**src/sv/sfadler_pkg.sv**
```systemverilog
// Shared types and constants for the sample-format Adler checksum block.
package sfadler_pkg;

    // Adler modulus and the helpers used by the running-sum update
    localparam logic [16:0] MOD_ADLER  = 17'd65521;
    localparam logic [17:0] MOD_ADLER2 = 18'd131042;
    // 2^32 mod 65521 is 225; dropping a 2^32 wrap is the same as adding 65521 - 225
    localparam logic [17:0] WRAP_ADJ   = 18'd65296;

    // sample_format codes
    localparam logic [2:0] FMT_U8  = 3'd0;
    localparam logic [2:0] FMT_S16 = 3'd1;
    localparam logic [2:0] FMT_S32 = 3'd2;
    localparam logic [2:0] FMT_FLT = 3'd3;
    localparam logic [2:0] FMT_DBL = 3'd4;

    // Exponent handling: kk is the power of two of the mantissa lsb after the 2^31 scale
    localparam logic [12:0] FLT_KK_SUB  = -13'sd118;
    localparam logic [12:0] FLT_KK_BIAS = 13'sd119;
    localparam logic [12:0] DBL_KK_SUB  = -13'sd1043;
    localparam logic [12:0] DBL_KK_BIAS = 13'sd1044;
    // At or above these biased exponents the scaled magnitude is 2^34 or more
    localparam logic [7:0]  FLT_E_SAT   = 8'd130;
    localparam logic [10:0] DBL_E_SAT   = 11'd1026;

    // Fixed point: 54 fraction bits, alignment shifter carries 64 extra low bits
    localparam logic [12:0] ALIGN_OFS   = 13'sd118;
    localparam logic [88:0] Z_HALF      = {3'b000, 1'b1, 85'b0};   // 2^31
    localparam logic [6:0]  JL_OFS_DBL  = 7'd1;
    localparam logic [6:0]  JL_OFS_FLT  = 7'd30;

    typedef struct packed {
        logic first;
        logic last;
        logic ok;
    } beat_ctl_t;

    typedef struct packed {
        beat_ctl_t   ctl;
        logic [15:0] vmod;   // mapped value mod 65521
        logic        vtop;   // mapped value bits 31..16 all ones
        logic [15:0] vlo;    // mapped value bits 15..0
    } mapped_t;

endpackage

```
**src/sv/sfadler_map.sv**
```systemverilog
// Sample mapping pipeline: format decode, float alignment and rounding, mod 65521 fold.
module sfadler_map (
    input  logic                 aclk,
    input  logic                 aresetn,
    input  logic [2:0]           sample_format,
    input  logic                 in_valid,
    output logic                 in_ready,
    input  logic [63:0]          in_sample,
    input  logic                 in_first,
    input  logic                 in_last,
    output logic                 out_valid,
    input  logic                 out_ready,
    output sfadler_pkg::mapped_t out_beat
);

    typedef struct packed {
        logic [63:0] smp;
        logic        first;
        logic        last;
    } st1_t;

    typedef struct packed {
        sfadler_pkg::beat_ctl_t ctl;
        logic                   direct;
        logic [31:0]            dv;
        logic                   neg;
        logic                   dbl;
        logic [52:0]            m;
        logic [12:0]            kk;
    } st2_t;

    typedef struct packed {
        sfadler_pkg::beat_ctl_t ctl;
        logic                   direct;
        logic [31:0]            dv;
        logic                   neg;
        logic                   dbl;
        logic [87:0]            yfix;
        logic                   yst;
    } st3_t;

    typedef struct packed {
        sfadler_pkg::beat_ctl_t ctl;
        logic                   direct;
        logic [31:0]            dv;
        logic                   dbl;
        logic [88:0]            z;
        logic                   zst;
    } st4_t;

    typedef struct packed {
        sfadler_pkg::beat_ctl_t ctl;
        logic                   direct;
        logic [31:0]            dv;
        logic [88:0]            z;
        logic                   zst;
        logic [6:0]             jl;
    } st5_t;

    typedef struct packed {
        sfadler_pkg::beat_ctl_t ctl;
        logic                   direct;
        logic [31:0]            dv;
        logic [88:0]            trunc;
        logic                   inc;
        logic [6:0]             jl;
    } st6_t;

    typedef struct packed {
        sfadler_pkg::beat_ctl_t ctl;
        logic [31:0]            v;
    } st7_t;

    logic [8:1] vld_reg;
    logic [8:1] adv;

    st1_t                 r1_reg;
    st2_t                 r2_reg, r2_next;
    st3_t                 r3_reg, r3_next;
    st4_t                 r4_reg, r4_next;
    st5_t                 r5_reg, r5_next;
    st6_t                 r6_reg, r6_next;
    st7_t                 r7_reg, r7_next;
    sfadler_pkg::mapped_t r8_reg, r8_next;

    logic [7:0]   e8;
    logic [22:0]  f23;
    logic [10:0]  e11;
    logic [51:0]  f52;
    logic [12:0]  shl_full;
    logic [191:0] wide;
    logic [5:0]   tp1;
    logic [88:0]  low_mask;
    logic [88:0]  rest_mask;
    logic         g_bit;
    logic         lsb_bit;
    logic         rest_bit;
    logic [89:0]  rsum;
    logic [35:0]  ival;
    logic [19:0]  x1;
    logic [16:0]  x2;

    // elastic stall chain: a stage moves when it is empty or the next one moves
    always_comb begin
        adv[8] = !vld_reg[8] || out_ready;
        for (int i = 7; i >= 1; i--) begin
            adv[i] = !vld_reg[i] || adv[i + 1];
        end
    end

    assign in_ready  = adv[1];
    assign out_valid = vld_reg[8];
    assign out_beat  = r8_reg;

    always_ff @(posedge aclk) begin
        if (!aresetn) begin
            vld_reg <= '0;
        end else begin
            if (adv[1]) begin
                vld_reg[1] <= in_valid;
            end
            for (int i = 2; i <= 8; i++) begin
                if (adv[i]) begin
                    vld_reg[i] <= vld_reg[i - 1];
                end
            end
        end
    end

    always_ff @(posedge aclk) begin
        if (adv[1]) begin
            r1_reg.smp   <= in_sample;
            r1_reg.first <= in_first;
            r1_reg.last  <= in_last;
        end
        if (adv[2]) r2_reg <= r2_next;
        if (adv[3]) r3_reg <= r3_next;
        if (adv[4]) r4_reg <= r4_next;
        if (adv[5]) r5_reg <= r5_next;
        if (adv[6]) r6_reg <= r6_next;
        if (adv[7]) r7_reg <= r7_next;
        if (adv[8]) r8_reg <= r8_next;
    end

    // Decode: integer formats finish here, floats split into mantissa and exponent
    assign e8  = r1_reg.smp[30:23];
    assign f23 = r1_reg.smp[22:0];
    assign e11 = r1_reg.smp[62:52];
    assign f52 = r1_reg.smp[51:0];

    always_comb begin
        r2_next.ctl.first = r1_reg.first;
        r2_next.ctl.last  = r1_reg.last;
        r2_next.ctl.ok    = 1'b1;
        r2_next.direct    = 1'b1;
        r2_next.dv        = '0;
        r2_next.neg       = 1'b0;
        r2_next.dbl       = 1'b0;
        r2_next.m         = '0;
        r2_next.kk        = '0;
        unique case (sample_format)
            sfadler_pkg::FMT_U8: begin
                r2_next.dv = {24'b0, r1_reg.smp[7:0]};
            end
            sfadler_pkg::FMT_S16: begin
                r2_next.dv = {16'b0, ~r1_reg.smp[15], r1_reg.smp[14:0]};
            end
            sfadler_pkg::FMT_S32: begin
                r2_next.dv = {~r1_reg.smp[31], r1_reg.smp[30:0]};
            end
            sfadler_pkg::FMT_FLT: begin
                r2_next.neg    = r1_reg.smp[31];
                r2_next.direct = 1'b0;
                r2_next.m      = {29'b0, (e8 != 8'd0), f23};
                r2_next.kk     = (e8 == 8'd0) ? sfadler_pkg::FLT_KK_SUB
                                              : {5'b0, e8} - sfadler_pkg::FLT_KK_BIAS;
                if (e8 == 8'hFF) begin
                    r2_next.direct = 1'b1;
                    r2_next.dv     = (f23 != '0 || r1_reg.smp[31]) ? '0 : '1;
                end else if (e8 == 8'd0 && f23 == '0) begin
                    r2_next.direct = 1'b1;
                    r2_next.dv     = 32'h8000_0000;
                end else if (e8 >= sfadler_pkg::FLT_E_SAT) begin
                    r2_next.direct = 1'b1;
                    r2_next.dv     = r1_reg.smp[31] ? '0 : '1;
                end
            end
            sfadler_pkg::FMT_DBL: begin
                r2_next.neg    = r1_reg.smp[63];
                r2_next.dbl    = 1'b1;
                r2_next.direct = 1'b0;
                r2_next.m      = {(e11 != 11'd0), f52};
                r2_next.kk     = (e11 == 11'd0) ? sfadler_pkg::DBL_KK_SUB
                                                : {2'b0, e11} - sfadler_pkg::DBL_KK_BIAS;
                if (e11 == 11'h7FF) begin
                    r2_next.direct = 1'b1;
                    r2_next.dv     = (f52 != '0 || r1_reg.smp[63]) ? '0 : '1;
                end else if (e11 == 11'd0 && f52 == '0) begin
                    r2_next.direct = 1'b1;
                    r2_next.dv     = 32'h8000_0000;
                end else if (e11 >= sfadler_pkg::DBL_E_SAT) begin
                    r2_next.direct = 1'b1;
                    r2_next.dv     = r1_reg.smp[63] ? '0 : '1;
                end
            end
            default: begin
                r2_next.ctl.ok = 1'b0;
            end
        endcase
    end

    // Align |x| * 2^31 into 34.54 fixed point; bits shifted out go to sticky
    assign shl_full = r2_reg.kk + sfadler_pkg::ALIGN_OFS;
    assign wide     = 192'(r2_reg.m) << shl_full[7:0];

    always_comb begin
        r3_next.ctl    = r2_reg.ctl;
        r3_next.direct = r2_reg.direct;
        r3_next.dv     = r2_reg.dv;
        r3_next.neg    = r2_reg.neg;
        r3_next.dbl    = r2_reg.dbl;
        if (shl_full[12]) begin
            r3_next.yfix = '0;
            r3_next.yst  = 1'b1;
        end else begin
            r3_next.yfix = wide[151:64];
            r3_next.yst  = |wide[63:0];
        end
    end

    // z = 2^31 +/- |y|; a negative sample subtracts the sticky as one ulp
    always_comb begin
        r4_next.ctl    = r3_reg.ctl;
        r4_next.direct = r3_reg.direct;
        r4_next.dv     = r3_reg.dv;
        r4_next.dbl    = r3_reg.dbl;
        r4_next.zst    = r3_reg.yst;
        if (r3_reg.neg) begin
            r4_next.z = sfadler_pkg::Z_HALF - {1'b0, r3_reg.yfix} - 89'(r3_reg.yst);
        end else begin
            r4_next.z = sfadler_pkg::Z_HALF + {1'b0, r3_reg.yfix};
        end
        // magnitude of 2^31 or more below zero: nothing left
        if (!r3_reg.direct && r3_reg.neg && (|r3_reg.yfix[87:85])) begin
            r4_next.direct = 1'b1;
            r4_next.dv     = '0;
        end
    end

    // Leading one of the integer part sets the rounding position
    always_comb begin
        tp1 = '0;
        for (int i = 0; i < 35; i++) begin
            if (r4_reg.z[54 + i]) begin
                tp1 = 6'(i + 1);
            end
        end
        r5_next.ctl    = r4_reg.ctl;
        r5_next.direct = r4_reg.direct;
        r5_next.dv     = r4_reg.dv;
        r5_next.z      = r4_reg.z;
        r5_next.zst    = r4_reg.zst;
        r5_next.jl     = 7'(tp1) + (r4_reg.dbl ? sfadler_pkg::JL_OFS_DBL
                                               : sfadler_pkg::JL_OFS_FLT);
    end

    // Round to nearest even at bit jl
    assign low_mask  = (89'(1) << r5_reg.jl) - 89'(1);
    assign rest_mask = low_mask >> 1;
    assign g_bit     = r5_reg.z[r5_reg.jl - 7'd1];
    assign lsb_bit   = r5_reg.z[r5_reg.jl];
    assign rest_bit  = r5_reg.zst || (|(r5_reg.z & rest_mask));

    always_comb begin
        r6_next.ctl    = r5_reg.ctl;
        r6_next.direct = r5_reg.direct;
        r6_next.dv     = r5_reg.dv;
        r6_next.jl     = r5_reg.jl;
        r6_next.inc    = g_bit && (rest_bit || lsb_bit);
        r6_next.trunc  = r5_reg.z & ~low_mask;
    end

    assign rsum = {1'b0, r6_reg.trunc} + (r6_reg.inc ? (90'(1) << r6_reg.jl) : 90'(0));
    assign ival = rsum[89:54];

    always_comb begin
        r7_next.ctl = r6_reg.ctl;
        if (r6_reg.direct) begin
            r7_next.v = r6_reg.dv;
        end else if (|ival[35:32]) begin
            r7_next.v = '1;
        end else begin
            r7_next.v = ival[31:0];
        end
    end

    // v mod 65521 by folding with 2^16 = 15
    assign x1 = {r7_reg.v[31:16], 4'b0} - {4'b0, r7_reg.v[31:16]} + {4'b0, r7_reg.v[15:0]};
    assign x2 = {9'b0, x1[19:16], 4'b0} - {13'b0, x1[19:16]} + {1'b0, x1[15:0]};

    always_comb begin
        r8_next.ctl  = r7_reg.ctl;
        r8_next.vtop = &r7_reg.v[31:16];
        r8_next.vlo  = r7_reg.v[15:0];
        if (x2 >= sfadler_pkg::MOD_ADLER) begin
            r8_next.vmod = 16'(x2 - sfadler_pkg::MOD_ADLER);
        end else begin
            r8_next.vmod = x2[15:0];
        end
    end

`ifndef NO_ASSERTIONS
    a_vmod_range: assert property (@(posedge aclk) disable iff (!aresetn)
        vld_reg[8] |-> ({1'b0, r8_reg.vmod} < sfadler_pkg::MOD_ADLER))
        else $error("mapped residue out of range");

    a_jl_range: assert property (@(posedge aclk) disable iff (!aresetn)
        (vld_reg[5] && !r5_reg.direct) |-> (r5_reg.jl >= 7'd1 && r5_reg.jl <= 7'd65))
        else $error("rounding position out of range");

    a_full_when_stalled: assert property (@(posedge aclk) disable iff (!aresetn)
        !in_ready |-> (&vld_reg && !out_ready))
        else $error("input stalled with a free stage");
`endif

endmodule

```
**src/sv/sample_format_adler_checksum_top.sv**
```systemverilog
// Adler-style checksum over a plane of audio samples in u8, s16, s32, float or double.
//
// Input beats on s_t*: s_tdata carries one raw sample, s_tuser marks the first
// sample of a plane (sums restart from zero) and s_tlast the last one. For the
// last sample of a plane one beat leaves on m_t*: m_tdata = {sum_b, sum_a}.
// Other samples produce no output beat.
// cfg_we/cfg_wdata write the sample format (0 u8, 1 s16, 2 s32, 3 float,
// 4 double; other codes add nothing to the sums); write it only while idle.
// Throughput is one sample per cycle while no plane end waits on a stalled
// receiver: an eight-stage mapping pipeline (decode, float alignment, offset,
// leading-one search, rounding, saturation, mod fold) feeds a running-sum
// update, which is the only loop in the design.
// Reset empties the pipeline, clears both sums and the output valid flag and
// sets the format to u8.
// While the receiver stalls, the checksum waits in the output register and
// samples keep entering until the next plane end reaches the sum stage; from
// then s_tready falls only once all pipeline stages are full.
module sample_format_adler_checksum_top (
    input  logic        aclk,
    input  logic        aresetn,
    input  logic        cfg_we,
    input  logic [2:0]  cfg_wdata,   // sample_format
    input  logic        s_tvalid,
    output logic        s_tready,
    input  logic [63:0] s_tdata,     // [63:0] sample_bits
    input  logic        s_tuser,     // first_of_plane
    input  logic        s_tlast,     // last_of_plane
    output logic        m_tvalid,
    input  logic        m_tready,
    output logic [31:0] m_tdata      // [31:0] checksum
);

    logic [2:0]           sample_format_reg;
    logic [15:0]          sum_a_reg, sum_a_next;
    logic [15:0]          sum_b_reg, sum_b_next;
    logic                 m_tvalid_reg;
    logic [31:0]          m_tdata_reg;

    logic                 map_valid;
    logic                 map_ready;
    sfadler_pkg::mapped_t map_beat;
    logic                 take;
    logic [15:0]          a_base;
    logic [15:0]          b_base;
    logic [16:0]          lo_sum;
    logic                 wrap;
    logic [17:0]          xa;
    logic [15:0]          a_red;
    logic [16:0]          xb;

    sfadler_map u_map (
        .aclk          (aclk),
        .aresetn       (aresetn),
        .sample_format (sample_format_reg),
        .in_valid      (s_tvalid),
        .in_ready      (s_tready),
        .in_sample     (s_tdata),
        .in_first      (s_tuser),
        .in_last       (s_tlast),
        .out_valid     (map_valid),
        .out_ready     (map_ready),
        .out_beat      (map_beat)
    );

    // a beat with no result never waits on the output register
    assign map_ready = !map_beat.ctl.last || !m_tvalid_reg || m_tready;
    assign take      = map_valid && map_ready;

    assign a_base = map_beat.ctl.first ? '0 : sum_a_reg;
    assign b_base = map_beat.ctl.first ? '0 : sum_b_reg;

    // a + v overflows 32 bits only when v[31:16] is all ones
    assign lo_sum = {1'b0, a_base} + {1'b0, map_beat.vlo};
    assign wrap   = map_beat.vtop && lo_sum[16];
    assign xa     = {2'b0, a_base} + {2'b0, map_beat.vmod}
                  + (wrap ? sfadler_pkg::WRAP_ADJ : 18'd0);

    always_comb begin
        priority if (xa >= sfadler_pkg::MOD_ADLER2) begin
            a_red = 16'(xa - sfadler_pkg::MOD_ADLER2);
        end else if (xa >= {1'b0, sfadler_pkg::MOD_ADLER}) begin
            a_red = 16'(xa - {1'b0, sfadler_pkg::MOD_ADLER});
        end else begin
            a_red = xa[15:0];
        end
    end

    assign sum_a_next = map_beat.ctl.ok ? a_red : a_base;
    assign xb         = {1'b0, b_base} + {1'b0, sum_a_next};

    always_comb begin
        if (!map_beat.ctl.ok) begin
            sum_b_next = b_base;
        end else if (xb >= sfadler_pkg::MOD_ADLER) begin
            sum_b_next = 16'(xb - sfadler_pkg::MOD_ADLER);
        end else begin
            sum_b_next = xb[15:0];
        end
    end

    always_ff @(posedge aclk) begin
        if (!aresetn) begin
            sample_format_reg <= sfadler_pkg::FMT_U8;
            sum_a_reg         <= '0;
            sum_b_reg         <= '0;
            m_tvalid_reg      <= 1'b0;
        end else begin
            if (cfg_we) begin
                sample_format_reg <= cfg_wdata;
            end
            if (take) begin
                sum_a_reg <= sum_a_next;
                sum_b_reg <= sum_b_next;
            end
            if (take && map_beat.ctl.last) begin
                m_tvalid_reg <= 1'b1;
            end else if (m_tready) begin
                m_tvalid_reg <= 1'b0;
            end
        end
    end

    always_ff @(posedge aclk) begin
        if (take && map_beat.ctl.last) begin
            m_tdata_reg <= {sum_b_next, sum_a_next};
        end
    end

    assign m_tvalid = m_tvalid_reg;
    assign m_tdata  = m_tdata_reg;

`ifndef NO_ASSERTIONS
    a_sums_reduced: assert property (@(posedge aclk) disable iff (!aresetn)
        ({1'b0, sum_a_reg} < sfadler_pkg::MOD_ADLER)
        && ({1'b0, sum_b_reg} < sfadler_pkg::MOD_ADLER))
        else $error("running sum not reduced");

    a_stall_cause: assert property (@(posedge aclk) disable iff (!aresetn)
        !s_tready |-> (m_tvalid_reg && !m_tready))
        else $error("input stalled without a waiting checksum");

    a_result_loaded: assert property (@(posedge aclk) disable iff (!aresetn)
        (take && map_beat.ctl.last) |=>
            (m_tvalid_reg && m_tdata_reg == $past({sum_b_next, sum_a_next})))
        else $error("checksum not presented after plane end");
`endif

endmodule

```
**config.mk**
```make
export PLATFORM = sky130hd
export DESIGN_NAME = sample_format_adler_checksum_top
export DESIGN_NICKNAME = d
export VERILOG_FILES = /design/src/sv/sfadler_pkg.sv /design/src/sv/sfadler_map.sv /design/src/sv/sample_format_adler_checksum_top.sv
export SDC_FILE = /design/constraint.sdc
export NUM_CORES = 2
export LEC_CHECK = 0
export ABC_AREA = 1
export BUFFER_PORTS_ARGS = -buffer_cell sky130_fd_sc_hd__buf_4
export CAP_MARGIN = 25
export CORE_MARGIN = 2
export CORE_UTILIZATION = 28
export CTS_CLUSTER_SIZE = 8
export DETAILED_ROUTE_END_ITERATION = 12
export PLACE_DENSITY = 0.39
export SYNTH_ARGS = -nofsm -noshare
export SYNTH_HDL_FRONTEND = slang
export SYNTH_HIERARCHICAL = 1
export SYNTH_SLANG_ARGS = --single-unit
```
**constraint.sdc**
```tcl
create_clock -name aclk -period 25 [get_ports aclk]
set_clock_uncertainty 0.1 [all_clocks]
set_input_delay 0 -clock aclk [delete_from_list [all_inputs] [get_ports aclk]]
set_output_delay 0 -clock aclk [all_outputs]
set_load 0.005 [all_outputs]
```
==> metrics.md <==
| Metric | Value |
|---|---|
| Outcome | completed |
| Final cycle utilization of the critical path | between 30% and 40% |
| Layout cells sized above 1 | under 10% |
| Core ar. | 212,000 um2 |
| Total CTS buffers | around 120 |
| Fmax | 113 MHz |
| Crit. End Element | flop |
| VDD IR max | 0.153 mV |
| WL final | 231,000 um |
| DIE WIDTH | 465 um |
| DR pass1 iterations | 6 |
| CTS tree | yes |
| Main combinational cell family by area after synthesis | simple AND/OR/NAND/NOR gates |
| Post-synth top area share | 40.0% |
| Final Max Slew Viols | 0 |
| WP data required | 25.39 ns |
| Synth Area in XOR/XNOR | under 10% |
| Sink Count | 836 |
| Dpl hpwl | 188,000 um |
| Starting Density | between 20% and 30% |
| DR WL/cell | roughly 21 um |
| Gpl congestion | about 0.94 |
| H-tree depth | 3 |
| Pleak | 30.6 nW |
| Critical-path maximum fanout | 53 |
| CP Class | reg -> reg |
| CTS Root Cell | clkbuf_16 |
| Area growth syn-to-layout | 14.9% |
| Async set or reset register ratio after synthesis | 0% |
| Count of cell types in the netlist | 76 |
| Post-synth EDFFs | 792 |
| Post-Synth Adder-Cell Area | under 10% |
| Crit-path max cell delay | 0.54 ns |
| Mapped Cells | 7,689 |
| Maximum buffer depth of the clock tree | 3 |
| Vert. Die Dim | 465 um |
| Number of vias per cell | approximately 4.9 |
| Crit path buf inv count | 5 |
| Pwr Total | about 7.7 mW |
| Yosys Warn Count | 6 |
| Hold-fix buffers, CTS | 150 |
| Initial DRC Count | about 4,000 |
| RSZ-0062 raised after global routing | false |
| Sequential cell area | 24,700 um2 |
| Crit start category | flop |
| Layout Utilization | 32.3% |
| Compound-Gate Fraction of Synth Area | between 10% and 20% |
| Switching portion of total power | 47.4% |
| HP Class | in -> reg |
| Post-synth top cells | nand2_1 (1,508), inv_1 (1,193), nor2_1 (965), edfxtp_1 (792), o21ai_0 (647) |
| GR Overflow Total | 0 |
| CP dominant cell by count | nand2_1 |
| Clk_lat worst skew | 0.78 ns |
| Antenna violations before repair | 8 |
| FILL cells | roughly 23,000 |
| Clk slew on worst S/H paths | 0.06 ns |
| Data arrival time of the critical path | between 9 and 10 ns |
| NetSw | 3.64 mW |
| Site row count | 169 |
| Die ar. | 216,000 um2 |
| Gate power share | 53.4% |
| Max Cap Violations | 0 |
| Post-Syn Area | just under 60,000 um2 |
| Avg Cell Area, Syn | ~7.7 um2 |
| Post-route DRC | 0 |
| Sequential-to-total area share from yosys stat | approximately 41% |
| Sum Neg Setup Slack | 0 ns |
| Vias in the first global route | just over 50,000 |
| Least-Margin Pin Slew | 1.09 ns |
| Setup-failing EPs final | 0 |
| Seq cells post-synth | 836 |
| Family with the most delay on the worst path | simple AND/OR/NAND/NOR gates |
| Simple-gate share of the synthesized area | between 20% and 30% |
| CTS resizes | 0 |
| Final hold slack | 0.128 ns |
| Rel. slew slack | a little over a quarter |
| First-pass GRT wire length | 337,000 um |
| Area of the multi-input gates | between 20,000 and 30,000 um2 |
| Slowest-stage cell, CP | nor2_2 |
| Clock Power Share | 19.6% |
| Largest net degree at the start of global routing | 84 |
| I/O Pins | approximately 110 |
| Port Buffer Count | 107 |
| Predominant post-synthesis flop cell | edfxtp_1 |
| Pwr Density | 112 nW/um2 |
| Most common cell in the synthesized netlist | nand2_1 |
| Final Hold Fails | 0 |
| Vias | roughly 52,000 |
| Area of placed instances | ~63,000 um2 |
| Pint | 4.05 mW |
| Leading area contributor after synthesis | edfxtp_1 |
| Postcts setup bufs | 0 |
| Reg power frac | 27.0% |
| Antenna-violating nets left | 0 |
| Nets | 8,301 |
| Final Cell Area | about 70,000 um2 |
| Min Tclk post-route | 8.82 ns |
| GR Util All Layers | about 21% |
| Area contributors post-synth | edfxtp_1 (40%), nand2_1 (9.5%), inv_1 (7.5%) |
| Mux cell area share after synthesis | less than 1% |
-- power groups by stage --
| stage | Clock, mW | Sequential [mW] | Combinational (mW) |
|---|---|---|---|
| floorplan | 0 | 1.95 | 2.89 |
| global placement | 0 | 2.10 | 4.10 |
| detailed placement | 0 | 2.10 | 4.06 |
| CTS | 1.56 | 2.07 | 4.11 |
| global route | 1.61 | 2.09 | 4.58 |
| finish | 1.51 | 2.07 | 4.11 |
-- final timing paths --
kind,end,slack [ns],startpoint,depth (start not counted)
worst max-delay path,m_tdata[27],16.18,u_map/out_beat[35],43
worst min register to register,u_map/r6_reg[117],0.29,u_map/r5_reg[117],0
worst min-delay path,u_map/vld_reg[2],0.13,aresetn,3
worst max register to register,m_tdata[27],16.18,u_map/out_beat[35],43
-- worst register-to-register path, delay by kind of cell (launching register included) --
kind            cells  cell delay [ns]
simple gates       27             4.08
fa+ha+maj           5             1.89
flops               1             0.31
xor+xnor            1             0.32
buf+inv             5             0.95
compound gates      5             0.93
-- placed cells by master (no fill, tap or decap), types with 9 or more instances in the layout --
cell           instances
ha_1                 302
nor2_1               965
buf_4                153
fa_1                  26
clkbuf_1              42
a21oi_1              501
o21ai_0              647
a21boi_0               9
inv_1               1184
inv_2                 22
nand3_1              358
o211ai_1              14
nor2_2                19
edfxtp_1             792
mux2i_1               32
a211oi_1              11
nand2_1             1507
or2_2                 17
nand3_2               12
nand2_2               31
nor4_1                42
nand4_1              137
clkbuf_16            118
o21ai_1               26
o31ai_1               14
and2_1                11
dlygate4sd3_1        150
o22ai_1               84
nor2_4                 9
o21a_1                35
o21bai_1              12
xor2_1               166
a31oi_1              113
xnor2_1              116
dfxtp_1               44
clkinv_1              10
nor3_1                86
a21o_1                10
-- cell families after synthesis --
group,Yosys count
AND/OR/NAND/NOR,3230
AO/OA/AOI/OAI,1528
buffers and inverters,1446
flip-flops,836
adder cells (fa/ha/maj),328
XOR/XNOR,288
multiplexers,32
other,1
-- layer usage --
layer / track usage (%) / up-vias / wire length [um]
met2: 35.1 / 1084 / 109000
met1: 27.9 / 24800 / 107000
met5: 0 / - / 0
li1: - / 26100 / -
met3: 1.89 / 290 / 7300
met4: 6.45 / 0 / 7320
-- through the flow --
stage | worst slack [ns] | instances
floorplan | 9.18 | 7696
global placement | 16.22 | 10400
detailed placement | 16.24 | 10500
CTS | 16.22 | 10800
global route | 15.37 | 10800
finish | 16.18 | 10800
-- layout make-up --
| class | instances | share of cell area [%] |
|---|---|---|
| Inverter | 1224 | 6.75 |
| Tap cell | 2821 | 5.16 |
| Clock buffer | 161 | 4.57 |
| Clock inverter | 12 | 0.458 |
| Antenna cell | 4 | 0.0146 |
| Timing Repair Buffer | 306 | 3.98 |
| Multi-Input combinational cell | 5414 | 43.0 |
| Sequential cell | 836 | 36.1 |
Note: power is estimated with default switching activity, not from simulation.
